===== config.mk =====
export PLATFORM = sky130hd
export DESIGN_NAME = interleaved_media_deframer
export DESIGN_NICKNAME = d
export VERILOG_FILES = /design/src/sv/imd_pkg.sv /design/src/sv/interleaved_media_deframer.sv /design/src/sv/imd_front.sv /design/src/sv/imd_queue.sv /design/src/sv/imd_back.sv
export SDC_FILE = /design/constraint.sdc
export NUM_CORES = 1
export LEC_CHECK = 0
export BUFFER_PORTS_ARGS = -buffer_cell sky130_fd_sc_hd__buf_2
export CORE_MARGIN = 5
export CORE_UTILIZATION = 50
export DETAILED_ROUTE_END_ITERATION = 6
export PLACE_DENSITY = 0.77
export SYNTH_ARGS = -nofsm -noshare
export SYNTH_HDL_FRONTEND = slang
export SYNTH_HIERARCHICAL = 1
export SYNTH_SLANG_ARGS = --single-unit
export TNS_END_PERCENT = 50

===== constraint.sdc =====
create_clock -name i_clk -period 10.01 [get_ports i_clk]
set_input_delay 2.002 -clock i_clk [delete_from_list [all_inputs] [get_ports i_clk]]
set_output_delay 2.002 -clock i_clk [all_outputs]
set_load 0.01 [all_outputs]

===== src/sv/imd_pkg.sv =====
// Package holding the shared constants, codes and types of the media deframer.
`default_nettype none
package imd_pkg;

    // Longest text response in bytes; the byte that reaches it ends the response.
    localparam int RESPONSE_LIMIT = 4092;
    localparam int TCNT_W         = $clog2(RESPONSE_LIMIT + 1);

    // Depth of the event queue between the front and the back end.
    localparam int QDEPTH = 8;
    localparam int QPTR_W = $clog2(QDEPTH);
    localparam int QCNT_W = $clog2(QDEPTH + 1);

    localparam logic [7:0]  SYNC_AB      = 8'hAB;
    localparam logic [7:0]  SYNC_AA      = 8'hAA;
    localparam logic [7:0]  CHAR_CR      = 8'h0D;
    localparam logic [7:0]  CHAR_LF      = 8'h0A;
    localparam logic [23:0] TAIL_CRLFCR  = 24'h0D0A0D;
    localparam logic [23:0] TAIL_LFCRLF  = 24'h0A0D0A;
    localparam logic [15:0] STYPE_RESET  = 16'd263;

    // Header byte numbers.
    localparam logic [3:0] HDR_LEN_FIRST = 4'd4;
    localparam logic [3:0] HDR_LEN_LAST  = 4'd7;
    localparam logic [3:0] HDR_TYPE_LO   = 4'd8;
    localparam logic [3:0] HDR_TYPE_HI   = 4'd9;
    localparam logic [3:0] HDR_TICK_LO   = 4'd10;
    localparam logic [3:0] HDR_TICK_HI   = 4'd11;

    localparam logic KIND_MEDIA = 1'b0;
    localparam logic KIND_TEXT  = 1'b1;

    typedef enum logic [3:0] {
        PH_GATHER  = 4'b0001,
        PH_HEADER  = 4'b0010,
        PH_PAYLOAD = 4'b0100,
        PH_TEXT    = 4'b1000
    } t_phase;

    // One queued event: either a single result or a whole four-byte group.
    typedef struct packed {
        logic [3:0][7:0] bytes;   // bytes[0] goes out first
        logic            quad;    // four results instead of one
        logic            kind;
        logic            last;    // applies to the final result of the event
        logic [16:0]     tag;
        logic            status;
    } t_event;

endpackage
`default_nettype wire


===== src/sv/interleaved_media_deframer.sv =====
// Top level of the interleaved media deframer: front end, event queue and back end.
// A byte that yields one result passes the event queue and the back-end register
// before it shows on the master side; a completed four-byte group shows its first
// byte the same way and its other bytes after it in order. One input byte per cycle is
// taken while the eight-entry queue has room, set by the single-byte back-end output; the
// queue absorbs group bursts. Reset (synchronous, active low) clears all control state.
`default_nettype none
module interleaved_media_deframer
    import imd_pkg::*;
(
    input  wire logic        i_clk,
    input  wire logic        i_rst_n,
    input  wire logic        s_axis_tvalid,
    output logic             s_axis_tready,
    input  wire logic [23:0] s_axis_tdata,   // [7:0] data_byte, [23:8] tick_stamp
    output logic             m_axis_tvalid,
    input  wire logic        m_axis_tready,
    output logic [31:0]      m_axis_tdata,   // [7:0] out_byte, [24:8] stream_tag,
                                             // [25] status, [31:26] zero
    output logic             m_axis_tuser,   // [0] kind: 0 media, 1 text
    output logic             m_axis_tlast
);

    // The front end takes a request whenever the queue has room; every
    // request that yields results becomes exactly one queued event.
    logic   take;
    logic   push;
    logic   pop;
    logic   q_empty;
    logic   q_full;
    t_event fr_event;
    t_event q_event;

    logic [7:0]  out_byte;
    logic [16:0] out_tag;
    logic        out_status;

    assign s_axis_tready = !q_full;
    assign take          = s_axis_tvalid && !q_full;

    imd_front u_front (
        .i_clk        (i_clk),
        .i_rst_n      (i_rst_n),
        .i_take       (take),
        .i_data_byte  (s_axis_tdata[7:0]),
        .i_tick_stamp (s_axis_tdata[23:8]),
        .o_push       (push),
        .o_event      (fr_event)
    );

    imd_queue u_queue (
        .i_clk   (i_clk),
        .i_rst_n (i_rst_n),
        .i_push  (push),
        .i_event (fr_event),
        .i_pop   (pop),
        .o_event (q_event),
        .o_empty (q_empty),
        .o_full  (q_full)
    );

    // The back end holds the current event in registers, so the master side
    // is driven straight from flip-flops and stalls independently.
    imd_back u_back (
        .i_clk    (i_clk),
        .i_rst_n  (i_rst_n),
        .i_event  (q_event),
        .i_empty  (q_empty),
        .o_pop    (pop),
        .i_ready  (m_axis_tready),
        .o_valid  (m_axis_tvalid),
        .o_byte   (out_byte),
        .o_kind   (m_axis_tuser),
        .o_last   (m_axis_tlast),
        .o_tag    (out_tag),
        .o_status (out_status)
    );

    assign m_axis_tdata = {6'd0, out_status, out_tag, out_byte};

endmodule
`default_nettype wire


===== src/sv/imd_front.sv =====
// Front end: gathers sync groups, tracks the packet or response and builds events.
`default_nettype none
module imd_front
    import imd_pkg::*;
(
    input  wire logic        i_clk,
    input  wire logic        i_rst_n,
    input  wire logic        i_take,
    input  wire logic [7:0]  i_data_byte,
    input  wire logic [15:0] i_tick_stamp,
    output logic             o_push,
    output t_event           o_event
);

    t_phase              r_phase, n_phase;
    logic [2:0][7:0]     r_group, n_group;
    logic [1:0]          r_group_count, n_group_count;
    logic [3:0]          r_hdr_idx, n_hdr_idx;
    logic [31:0]         r_length, n_length;
    logic                r_new_type, n_new_type;
    logic [15:0]         r_stype, n_stype;
    logic [7:0]          r_tick_high, n_tick_high;
    logic [30:0]         r_left, n_left;
    logic [23:0]         r_window, n_window;
    logic [TCNT_W-1:0]   r_text_count, n_text_count;

    logic              sync_ok;
    logic [23:0]       grp_tail;
    logic              text_end;
    logic [31:0]       eff_len;
    logic [TCNT_W-1:0] cnt_inc;
    logic              crlf;
    logic [16:0]       media_tag;

    assign grp_tail  = {r_group[1], r_group[2], i_data_byte};
    assign sync_ok   = (r_group[0] == SYNC_AB || r_group[0] == SYNC_AA) &&
                       r_group[1] == SYNC_AA && r_group[2] == 8'd0 && i_data_byte == 8'd0;
    assign text_end  = r_group[0] == CHAR_CR && grp_tail == TAIL_LFCRLF;
    assign eff_len   = r_length[31] ? 32'd0 : r_length;
    assign cnt_inc   = r_text_count + TCNT_W'(1);
    assign crlf      = r_window == TAIL_CRLFCR && i_data_byte == CHAR_LF;
    assign media_tag = {r_new_type, r_stype};

    always_comb begin
        n_phase       = r_phase;
        n_group       = r_group;
        n_group_count = r_group_count;
        n_hdr_idx     = r_hdr_idx;
        n_length      = r_length;
        n_new_type    = r_new_type;
        n_stype       = r_stype;
        n_tick_high   = r_tick_high;
        n_left        = r_left;
        n_window      = r_window;
        n_text_count  = r_text_count;
        o_push        = 1'b0;
        o_event       = '0;
        o_event.bytes[0] = i_data_byte;

        if (i_take) begin
            unique case (r_phase)
                PH_GATHER: begin
                    if (r_group_count != 2'd3) begin
                        n_group[r_group_count] = i_data_byte;
                        n_group_count          = r_group_count + 2'd1;
                    end else begin
                        n_group_count = 2'd0;
                        o_push        = 1'b1;
                        o_event.quad  = 1'b1;
                        o_event.bytes = {i_data_byte, r_group[2], r_group[1], r_group[0]};
                        if (sync_ok) begin
                            n_new_type = r_group[0] == SYNC_AB;
                            n_length   = '0;
                            n_hdr_idx  = HDR_LEN_FIRST;
                            n_phase    = PH_HEADER;
                            o_event.kind = KIND_MEDIA;
                        end else begin
                            n_text_count = TCNT_W'(4);
                            n_window     = grp_tail;
                            o_event.kind = KIND_TEXT;
                            o_event.last = text_end;
                            n_phase      = text_end ? PH_GATHER : PH_TEXT;
                        end
                    end
                end
                PH_HEADER: begin
                    o_push    = 1'b1;
                    n_hdr_idx = r_hdr_idx + 4'd1;
                    unique case (r_hdr_idx)
                        HDR_TYPE_LO: begin
                            if (r_new_type) begin
                                n_stype[7:0] = i_data_byte;
                            end
                            o_event.bytes[0] = r_new_type ? i_data_byte : r_stype[7:0];
                        end
                        HDR_TYPE_HI: begin
                            if (r_new_type) begin
                                n_stype[15:8] = i_data_byte;
                            end
                            o_event.bytes[0] = r_new_type ? i_data_byte : r_stype[15:8];
                        end
                        HDR_TICK_LO: begin
                            o_event.bytes[0] = i_tick_stamp[7:0];
                            n_tick_high      = i_tick_stamp[15:8];
                        end
                        HDR_TICK_HI: begin
                            o_event.bytes[0] = r_tick_high;
                            if (eff_len == 32'd0) begin
                                o_event.last = 1'b1;
                                o_event.tag  = media_tag;
                                n_phase      = PH_GATHER;
                            end else begin
                                n_left  = eff_len[30:0];
                                n_phase = PH_PAYLOAD;
                            end
                        end
                        default: begin
                            // Length bytes, little-endian.
                            n_length[8*r_hdr_idx[1:0] +: 8] = i_data_byte;
                        end
                    endcase
                end
                PH_PAYLOAD: begin
                    o_push = 1'b1;
                    n_left = r_left - 31'd1;
                    if (r_left == 31'd1) begin
                        o_event.last = 1'b1;
                        o_event.tag  = media_tag;
                        n_phase      = PH_GATHER;
                    end
                end
                PH_TEXT: begin
                    o_push       = 1'b1;
                    o_event.kind = KIND_TEXT;
                    n_text_count = cnt_inc;
                    n_window     = {r_window[15:0], i_data_byte};
                    if (cnt_inc >= TCNT_W'(RESPONSE_LIMIT)) begin
                        o_event.last   = 1'b1;
                        o_event.status = 1'b1;
                        n_phase        = PH_GATHER;
                    end else if (crlf) begin
                        o_event.last = 1'b1;
                        n_phase      = PH_GATHER;
                    end
                end
                default: begin
                    n_phase = PH_GATHER;
                end
            endcase
        end
    end

    always_ff @(posedge i_clk) begin
        if (!i_rst_n) begin
            r_phase       <= PH_GATHER;
            r_group       <= '0;
            r_group_count <= '0;
            r_hdr_idx     <= '0;
            r_length      <= '0;
            r_new_type    <= 1'b0;
            r_stype       <= STYPE_RESET;
            r_tick_high   <= '0;
            r_left        <= '0;
            r_window      <= '0;
            r_text_count  <= '0;
        end else begin
            r_phase       <= n_phase;
            r_group       <= n_group;
            r_group_count <= n_group_count;
            r_hdr_idx     <= n_hdr_idx;
            r_length      <= n_length;
            r_new_type    <= n_new_type;
            r_stype       <= n_stype;
            r_tick_high   <= n_tick_high;
            r_left        <= n_left;
            r_window      <= n_window;
            r_text_count  <= n_text_count;
        end
    end

    // The header walk stays on the bytes after the sync group.
    a_hdr_range: assert property (@(posedge i_clk) disable iff (!i_rst_n)
        r_phase == PH_HEADER |-> r_hdr_idx >= HDR_LEN_FIRST && r_hdr_idx <= HDR_TICK_HI)
        else $error("header index out of range");
    // A payload never runs with nothing left to send.
    a_left_nonzero: assert property (@(posedge i_clk) disable iff (!i_rst_n)
        r_phase == PH_PAYLOAD |-> r_left != 31'd0)
        else $error("payload phase with zero bytes left");

endmodule
`default_nettype wire


===== src/sv/imd_queue.sv =====
// Event queue between the front and the back end.
`default_nettype none
module imd_queue
    import imd_pkg::*;
(
    input  wire logic   i_clk,
    input  wire logic   i_rst_n,
    input  wire logic   i_push,
    input  t_event      i_event,
    input  wire logic   i_pop,
    output t_event      o_event,
    output logic        o_empty,
    output logic        o_full
);

    t_event              r_mem [QDEPTH];
    logic [QPTR_W-1:0]   r_wr_ptr;
    logic [QPTR_W-1:0]   r_rd_ptr;
    logic [QCNT_W-1:0]   r_count;

    assign o_empty = r_count == QCNT_W'(0);
    assign o_full  = r_count == QCNT_W'(QDEPTH);
    assign o_event = r_mem[r_rd_ptr];

    always_ff @(posedge i_clk) begin
        if (i_push) begin
            r_mem[r_wr_ptr] <= i_event;
        end
    end

    always_ff @(posedge i_clk) begin
        if (!i_rst_n) begin
            r_wr_ptr <= '0;
            r_rd_ptr <= '0;
            r_count  <= '0;
        end else begin
            if (i_push) begin
                r_wr_ptr <= r_wr_ptr + QPTR_W'(1);
            end
            if (i_pop) begin
                r_rd_ptr <= r_rd_ptr + QPTR_W'(1);
            end
            r_count <= r_count + QCNT_W'(i_push) - QCNT_W'(i_pop);
        end
    end

    a_no_overflow: assert property (@(posedge i_clk) disable iff (!i_rst_n)
        o_full |-> !i_push || i_pop)
        else $error("push into a full queue");
    a_no_underflow: assert property (@(posedge i_clk) disable iff (!i_rst_n)
        o_empty |-> !i_pop)
        else $error("pop from an empty queue");

endmodule
`default_nettype wire


===== src/sv/imd_back.sv =====
// Back end: holds one event and sends its results out one byte per request.
`default_nettype none
module imd_back
    import imd_pkg::*;
(
    input  wire logic   i_clk,
    input  wire logic   i_rst_n,
    input  t_event      i_event,
    input  wire logic   i_empty,
    output logic        o_pop,
    input  wire logic   i_ready,
    output logic        o_valid,
    output logic [7:0]  o_byte,
    output logic        o_kind,
    output logic        o_last,
    output logic [16:0] o_tag,
    output logic        o_status
);

    t_event     r_ev;
    logic       r_ev_valid;
    logic [1:0] r_idx;
    logic       fire;
    logic       ev_done;

    assign fire    = r_ev_valid && i_ready;
    assign ev_done = !r_ev.quad || r_idx == 2'd3;
    assign o_pop   = !i_empty && (!r_ev_valid || (fire && ev_done));

    assign o_valid  = r_ev_valid;
    assign o_byte   = r_ev.bytes[r_idx];
    assign o_kind   = r_ev.kind;
    assign o_last   = r_ev.last && ev_done;
    assign o_tag    = r_ev.tag;
    assign o_status = r_ev.status;

    always_ff @(posedge i_clk) begin
        if (o_pop) begin
            r_ev <= i_event;
        end
    end

    always_ff @(posedge i_clk) begin
        if (!i_rst_n) begin
            r_ev_valid <= 1'b0;
            r_idx      <= '0;
        end else if (o_pop) begin
            r_ev_valid <= 1'b1;
            r_idx      <= '0;
        end else if (fire) begin
            if (ev_done) begin
                r_ev_valid <= 1'b0;
            end else begin
                r_idx <= r_idx + 2'd1;
            end
        end
    end

    a_status_last: assert property (@(posedge i_clk) disable iff (!i_rst_n)
        o_valid && o_status |-> o_last && o_kind == KIND_TEXT)
        else $error("overflow status away from the end of a response");
    a_tag_last: assert property (@(posedge i_clk) disable iff (!i_rst_n)
        o_valid && o_tag != 17'd0 |-> o_last && o_kind == KIND_MEDIA)
        else $error("stream tag away from the end of a packet");

endmodule
`default_nettype wire

==> results.yml, run 1 <==
routing:
  viasPerCell: 6.15
  wirelength_um: 62200
  num_vias: 16400
  dr.pass1.iters: 6
  avgRoutedWirePerCell_um: 23.3
  antenna_left: 0
  dr.first_iter.drc_count: 2085
  remaining_drc_errors: 0
yosys:
  yosys_most_used_dff: "edfxtp_1"
  ys_seq_area_share_pct: 64.7
  synth_area_mm2: 0.0275
  synth_top_area_share_pct: 52.0
  synth_compound_area_share_pct: 6.89
  synth_edf_count: 477
  syn_inst: 1893
  synth_simple_gate_area_share_pct: 9.99
  synth_top_family_by_area: "multiplexers"
  yosysWarnings: 6
  syn_area_per_cell_um2: 14.5
  synthArstFlopShare_pct: 0
  ys_types: 87
  yosys.area_share.adder_pct: 0.982
  yosysMostFrequentCell: "edfxtp_1"
  netlist_top_cells_area: "edfxtp_1 52%, dfxtp_1 13%, mux4_2 8.7%"
  yosysTopAreaCell: "edfxtp_1"
  ys_top_cells_by_count: "477 x edfxtp_1, 189 x nand2_1, 174 x dfxtp_1"
  ys_seq_elements: 651
  synthMuxAreaShare_pct: 13.9
  synth_xor_area_share_pct: 0.509
finish:
  postLayoutCoreUtil_pct: 55.4
  drive_gt1_share_pct: 19.5
  fin_area_mm2: 0.0303
  fin_nets: 1955
  diodes: 0
  area_growth_pct: 10.3
timing:
  min_period_ns: 4.47
  fin_crit_sh_pct: 44.6
  setup_tns_ns: 0
  maxSlewViolCount: 0
  fmax_ghz: 0.224
  rsz0062_at_grt: "no"
  worst_slack_ns: 5.54
  final.setup_skew_ns: 0.0391
  slew_headroom_pct: 13.4
  final_hold_viol_count: 0
  worst_pin_slew_ns: 1.29
  setup_viol: 0
setup_path:
  critPathMaxFanout: 10
  cp-end-kind: "output pin"
  critPathMaxStageDelay_ns: 1.00
  worstSetupPathType: "register to output pin"
  critPathLaunchType: "register"
  cpLargestDelayFamily: "flip-flops"
  slowest_stage: "dfxtp_1"
  worstPathRequired_ns: 8.01
  critPathArrivalTime_ns: 2.47
  critical_path_depth: 2
  worst-path-buf-inv: 1
  r2r_cells: 4
  path_cells: "mux4_2 -> buf_2"
cts:
  cts_resized: 0
  holdBufCountCts: 0
  tritoncts: "yes"
  clk_latency_ns: 0.60
  htreeDepth: 3
  postCtsSetupBuffers: 0
  cts_buffers: 67
  clk_path_buf_depth: 3
  cts-root-buf: "clkbuf_16"
  cts.clk_slew.worst_paths_ns: 0.06
  cts_sinks: 651
die:
  rows: 86
  chipHeight_um: 245
  die-area_mm2: 0.0598
  design.portCount: 64
  initial_core_util_pct: 50.2
  die_w_um: 245
  core_mm2: 0.0548
grt:
  grt_pass1_vias: 16200
  antenna_found_initial: 2
  grt_usage_pct: 20.4
  grt_max_degree: 74
  gr-total-overflow: 0
  grt_pass1_wl_um: 95700
placed_design:
  gp_congestion: 0.853
  io_buffer_count: 57
  dpl.hpwl_um: 36000
  place_area_mm2: 0.0282
  pre_cts_slack_ns: 5.51
run_status:
  status: "complete, no violations"
power_and_ir_drop:
  p_per_area_mw_per_mm2: 222
  p_total_mw: 6.73
  ir_worst_vdd_uv: 152
  total_leakage_power_nw: 9.71
hold_path:
  whs_path_depth: 2
  hold_class: "register to register"
run:
  cap_violations: 0
[sequential cells by signal, indices dropped and copies added, names as in the netlist, 8 cells and up, named ones only]
register and count:
u_back/o_tag 17, u_back/r_ev 34, u_front/grp_tail 16, u_front/r_group 8, u_front/r_left 31, u_front/r_length 32
u_front/r_stype 16, u_front/r_text_count 12, u_front/r_tick_high 8, u_front/r_window 24, u_queue/r_mem 424
[final timing paths]
check	startpoint	end	slack [ns]
worst max-delay path	u_back/r_idx[0]	m_axis_tdata[2]	5.54
worst min-delay path	u_front/r_tick_high[0]	u_front/r_tick_high[0]	0.46
worst max register to register	register	u_back/r_ev[26]	6.52
worst min register to register	u_front/r_tick_high[0]	u_front/r_tick_high[0]	0.46
[worst reg2reg max path, cell delays in order (launching register included)]
cell and delay, ns:
dfxtp_4 0.58, buf_4 0.73, buf_4 0.91, mux4_1 0.73
mux2_4 0.30
[cells by family after synthesis]
group	count (synthesis)
compound gates	295
mux	213
other cells	1
xor+xnor	16
buf+inv	158
flops	651
simple gates	538
fa+ha+maj	21
[metal layers]
layer  GRT usage [%]  vias up  part of all wire (%)
met4            5.99        2                   2.7
met1            27.6     8308                    40
met2            34.7      717                    50
li1                -     7265                     -
met5               0        -                 0.011
met3            3.13      106                   6.9
[area by class of cell]
class | instances | area, um2
flip-flops and latches | 651 | 17800
clock buffers | 92 | 1830
multi-input cells | 1089 | 8970
fillers | 4124 | 24400
clock inverters | 32 | 343
inverters | 22 | 82.6
well taps | 704 | 881
repair buffers | 75 | 420
[power by group]
part | switching [mW] | internal (mW) | leakage [nW]
registers | 0.149 | 3.10 | 5.56
logic | 0.511 | 0.532 | 3.09
clock network | 1.03 | 1.41 | 1.05
[placed cells by master (no fill, tap or decap), types with 21 or more instances in the layout]
cell type,synthesis,routed
a21oi_1,92,92
and2_1,51,51
buf_2,31,57
clkbuf_1,67,21
clkbuf_16,0,69
dfxtp_1,174,171
edfxtp_1,477,477
mux2_2,23,23
mux2_4,40,40
mux2i_1,36,36
mux4_2,106,106
nand2_1,189,189
nand3_1,51,51
nor2_1,98,92
nor3_1,26,24
o21ai_0,75,75
[through the flow]
stage / hold WS (ns) / cells
global placement: 0.444 / 2541
detailed placement: 0.448 / 2541
floorplan: 0.432 / 1898
finish: 0.456 / 2665
CTS: 0.456 / 2665
global route: 0.486 / 2665
No activity file was read; power rests on OpenSTA's default activity.
==> inputs of run 2 (changes only) <==
- PLACE_DENSITY: 0.77 -> 0.8
- clock period: 10.01 -> 3.97 ns (I/O delays scaled with it)
==> run 2 against run 1 <==
  * The run now ends with DRC left
  * Wire length rose by 4.5%
  * Count of clock-buffer cells in the layout fell by 9
  * Combinational power rose to 2.6 times the previous value
  * Setup slack got worse by 4.8 ns
  * Non-clock buffer count rose by 19
  * Cell area rose by 0.90%
  * Sequential share of layout area fell by 0.53 points
  * Global-route usage rose by 1.0 points
  * Power rose to 2.5 times the previous value
  * Critical endpoint is now u_queue/r_mem[7][33]
  * Sequential power rose to 2.5 times the previous value
  * Clock skew fell by 0.012 ns
==> results.yml, run 2 (synthesis results as in run 1) <==
run_status:
  status: "complete, but fails checks"
  violations: "DRC"
setup_path:
  critPathMaxFanout: 14
  r2r_cells: 6
  worstSetupPathType: "register to register"
  slowest_stage: "nor4b_1"
  r2r_end: "u_queue/r_mem[7][33]"
  cp-end-kind: "register"
  critPathArrivalTime_ns: 3.50
  worst-r2r-setup-slack_ns: 0.76
  critPathLaunchType: "register"
  worstPathRequired_ns: 4.26
  worstReg2RegStart: "u_front/r_phase[1]"
  cp_common_cell: "nand2_1"
  path_cells: "nor4b_1 -> o31ai_1 -> nand2_1 -> nand2_1 -> nor2_4 -> buf_12"
  critPathMaxStageDelay_ns: 0.68
  crit_start: "u_front/r_phase[1]"
timing:
  setup_tns_ns: 0
  slew_headroom_pct: 37.2
  rsz0062_at_grt: "no"
  final_hold_viol_count: 0
  fmax_ghz: 0.312
  whs_ns: 0.469
  maxSlewViolCount: 0
  fin_crit_sh_pct: 80.7
  setup_viol: 0
  worst_pin_slew_ns: 0.934
  min_period_ns: 3.21
  final.setup_skew_ns: 0.0274
cts:
  tritoncts: "yes"
  postCtsSetupBuffers: 0
  cts.clk_slew.worst_paths_ns: 0.07
  cts-root-buf: "clkbuf_16"
  clk_latency_ns: 0.61
  clk_path_buf_depth: 3
  cts_sinks: 651
  holdBufCountCts: 0
  cts_resized: 0
  htreeDepth: 3
  cts_buffers: 67
die:
  core_mm2: 0.0548
  rows: 86
  die_w_um: 245
  initial_core_util_pct: 50.2
  chipHeight_um: 245
  design.portCount: 64
  die-area_mm2: 0.0598
grt:
  grt_max_degree: 95
  grt_usage_pct: 21.5
  grt_pass1_vias: 16800
  antenna_found_initial: 2
  grt_pass1_wl_um: 100000
  gr-total-overflow: 0
hold_path:
  whs_path_depth: 2
  hp-start: "u_front/r_tick_high[6]"
  hold-path-endpoint: "u_front/r_tick_high[6]"
  hold_class: "register to register"
power_and_ir_drop:
  total_leakage_power_nw: 9.82
  p_per_area_mw_per_mm2: 556
  ir_worst_vdd_uv: 335
  p_total_mw: 17.0
finish:
  final_common_cell: "edfxtp_1"
  area_growth_pct: 11.3
  diodes: 0
  top_regs: "u_queue/r_mem (424), u_back/r_ev (34), u_front/r_length (32)"
  largest_register_ff_count: 424
  drive_gt1_share_pct: 20.2
  fin_area_mm2: 0.0306
  mostFrequentLayoutCells: "477 x edfxtp_1, 189 x nand2_1, 171 x dfxtp_1"
  largest_register: "u_queue/r_mem"
  fin_nets: 1974
routing:
  dr.pass1.iters: 7
  antenna_left: 0
  avgRoutedWirePerCell_um: 24.2
  viasPerCell: 6.26
  dr.first_iter.drc_count: 2126
  num_vias: 16800
  wirelength_um: 65000
  remaining_drc_errors: 9
placed_design:
  dpl.hpwl_um: 37300
  gp_congestion: 0.873
  place_area_mm2: 0.0285
  io_buffer_count: 57
run:
  cap_violations: 0
-- run 2: cell types whose count changed in the layout (fill, tap and decap cells not counted), moves of 2 or more --
| cell | delta |
|---|---|
| clkinv_1 | +12 |
| clkbuf_8 | +2 |
| clkbuf_1 | -12 |
| buf_4 | +6 |
| clkinv_8 | -2 |
| nor3_4 | +2 |
| clkinv_2 | -2 |
| buf_12 | +13 |
| nor3_2 | -2 |
-- run 2: worst max-delay path by stage --
stage,endpoint,slack (ns),cells after the start
floorplan,u_queue/r_mem[1][0],-0.60,6
global placement,u_queue/r_mem[7][52],0.76,7
detailed placement,u_front/r_window[23],0.70,7
CTS,u_queue/r_mem[7][7],0.75,6
global route,u_queue/r_mem[6][21],0.60,7
finish,u_queue/r_mem[7][33],0.76,6
-- run 2: worst max-delay path, delay by kind of cell, from the launching register on --
kind,cells,cell delay (ns)
AOI/OAI and AO/OA,1,0.17
DFF,1,0.63
buffers and inverters,1,0.24
and+or+nand+nor,4,1.84
-- run 2: per-layer routing --
metal	global-route usage, %	vias to the layer above	wire length, um
li1	-	7297	-
met1	28.1	8542	25100
met2	37.0	819	33200
met3	3.63	139	4830
met4	6.78	2	1820
met5	0	-	7
-- run 2: through the flow --
step | std cells | worst slack, ns | util [%]
floorplan | 1898 | -0.599 | -
global route | 2682 | 0.598 | 55.9
detailed placement | 2560 | 0.701 | 52.0
global placement | 2560 | 0.758 | 52.0
CTS | 2682 | 0.754 | 55.9
finish | 2682 | 0.765 | 55.9
-- run 2: layout make-up --
type                       instances  area, um2
clock buffer                      83       1840
timing repair buffer              94        726
inverter                          22       82.6
tap                              704        881
fill                            4111      24200
multi-input combinational       1089       8980
clock inverter                    39        292
sequential                       651      17800
-- run 2: report_power, final --
group	leakage, nW	switching [mW]	total [mW]	internal, mW
Combinational	3.21	1.34	2.72	1.39
Sequential	5.56	0.378	8.19	7.81
Clock	1.04	2.61	6.11	3.50
==> inputs of run 3 (changes only) <==
- clock period: 3.97 -> 2.8 ns (I/O delays scaled with it)
==> run 3 against run 2 <==
  * The flow now finishes without violations
  * Sequential cell count is the same
  * Register-to-register slack lost 0.66 ns
  * Sequential share of layout area shrank 0.81 points
  * Global-route usage grew 0.39 points
  * Critical path depth grew 4
  * Final cell count grew 1.7%
  * Critical path type unchanged
  * Largest power group unchanged
==> results.yml, run 3 (synthesis results as in run 1) <==
timing:
  fmax_ghz: 0.372
  slew_headroom_pct: 39.3
  final_hold_viol_count: 0
  setup_tns_ns: 0
  rsz0062_at_grt: "no"
  setup_viol: 0
  min_period_ns: 2.69
  worst_pin_slew_ns: 0.910
  whs_ns: 0.215
  fin_crit_sh_pct: 96.1
  maxSlewViolCount: 0
  final.setup_skew_ns: 0.0316
setup_path:
  path_cells: "inv_1 -> ha_1 -> and3b_1 -> buf_4 -> a22oi_1 -> o21ai_0 -> a21oi_1 -> a2bb2oi_1 -> o21ai_0 -> buf_4"
  slowest_stage: "dfxtp_2"
  critPathArrivalTime_ns: 3.01
  critPathLaunchType: "register"
  worst-path-buf-inv: 3
  cp-end-kind: "register"
  worstPathRequired_ns: 3.12
  worst-r2r-setup-slack_ns: 0.11
  cpLargestDelayFamily: "compound AO/OA/AOI/OAI gates"
  worstSetupPathType: "register to register"
  critPathMaxFanout: 16
  critPathMaxStageDelay_ns: 0.40
grt:
  grt_max_degree: 52
  grt_pass1_wl_um: 102000
  antenna_found_initial: 1
  grt_usage_pct: 21.9
  gr-total-overflow: 0
  grt_pass1_vias: 17100
cts:
  cts.clk_slew.worst_paths_ns: 0.06
  htreeDepth: 3
  tritoncts: "yes"
  cts_sinks: 651
  cts-root-buf: "clkbuf_16"
  clk_latency_ns: 0.60
  holdBufCountCts: 0
  cts_buffers: 66
  clk_path_buf_depth: 3
routing:
  dr.first_iter.drc_count: 1854
  dr.pass1.iters: 5
  antenna_left: 0
  remaining_drc_errors: 0
  num_vias: 16900
  wirelength_um: 65900
  avgRoutedWirePerCell_um: 24.2
  viasPerCell: 6.19
finish:
  mostFrequentLayoutCells: "477 x edfxtp_1, 187 x nand2_1, 169 x dfxtp_1"
  diodes: 0
  drive_gt1_share_pct: 23.4
  area_growth_pct: 12.8
  num-fill-cells: 4032
  largest_register: "u_queue/r_mem"
  final_cells: 2728
  top_regs: "u_queue/r_mem (424), u_back/r_ev (34), u_front/r_length (32)"
  fin_nets: 2028
  fin_area_mm2: 0.0311
  largest_register_ff_count: 424
  final_common_cell: "edfxtp_1"
placed_design:
  place_inst: 2615
  place_area_mm2: 0.0290
  dpl.hpwl_um: 39500
  io_buffer_count: 57
  gp_congestion: 0.920
power_and_ir_drop:
  p_per_area_mw_per_mm2: 772
  p_total_mw: 24.0
  total_leakage_power_nw: 10.1
  ir_worst_vdd_uv: 368
hold_path:
  hold_class: "primary input to register"
die:
  design.portCount: 64
  die-area_mm2: 0.0598
  core_mm2: 0.0548
  die_w_um: 245
  rows: 86
  initial_core_util_pct: 50.2
  chipHeight_um: 245
run_status:
  status: "complete, no violations"
run:
  cap_violations: 0
[run 3: changes by cell type in the layout (fill, tap and decap cells not counted), sizes merged]
cell      delta
inv          -1
bufinv       -3
clkbuf       +9
buf         +55
clkinv      -18
clkinvlp     +4
[run 3: layout make-up]
class                           instances  area, um2  share of cell area (%)
Inverter                               22       90.1                   0.290
Tap cell                              704        881                    2.84
Timing Repair Buffer                  149       1200                    3.87
Clock inverter                         21        134                   0.431
Sequential cell                       651      17800                    57.4
Clock buffer                           92       1860                    6.00
Multi-Input combinational cell       1089       9060                    29.2
[run 3: what timing repair did]
action,4_1_cts,5_1_grt
setup buffers,0,0
endpoints found under the hold margin,0,0
resized for setup,0,5
endpoints found under the setup margin,0,33
[run 3: where the power goes]
group | internal (mW) | total, mW | leakage, nW | switching [mW]
logic | 2.10 | 4.18 | 3.53 | 2.08
registers | 11.1 | 11.5 | 5.56 | 0.458
clock network | 4.67 | 8.27 | 0.968 | 3.60
[run 3: worst paths after layout]
path | start | to | cells after the start
worst min register to register | u_front/r_tick_high[6] | u_front/r_tick_high[6] | 2
worst min-delay path | s_axis_tdata[16] | u_front/r_tick_high[0] | 3
worst max-delay path | u_front/r_hdr_idx[0] | u_queue/r_mem[1][27] | 10
worst max register to register | u_front/r_hdr_idx[0] | u_queue/r_mem[1][27] | 10
[run 3: stage by stage]
stage	util (%)	worst slack, ns
2_1_floorplan	-	-0.428
3_5_place_dp	53.0	0.0397
3_3_place_gp	53.0	0.171
6_report	56.7	0.109
4_1_cts	56.7	0.0104
5_1_grt	56.7	0.0206
[run 3: tightest hold or removal path, stage by stage]
cell,delay [ns]
buf_2,0.10
nand3_1,0.06
a21oi_1,0.06
[run 3: metal layers]
layer / up-vias / wire length, um / GRT usage, %
li1: 7416 / - / -
met1: 8497 / 25700 / 28.8
met2: 850 / 33400 / 37.3
met3: 119 / 4900 / 3.75
met4: 0 / 1870 / 7.18
met5: - / 0 / 0
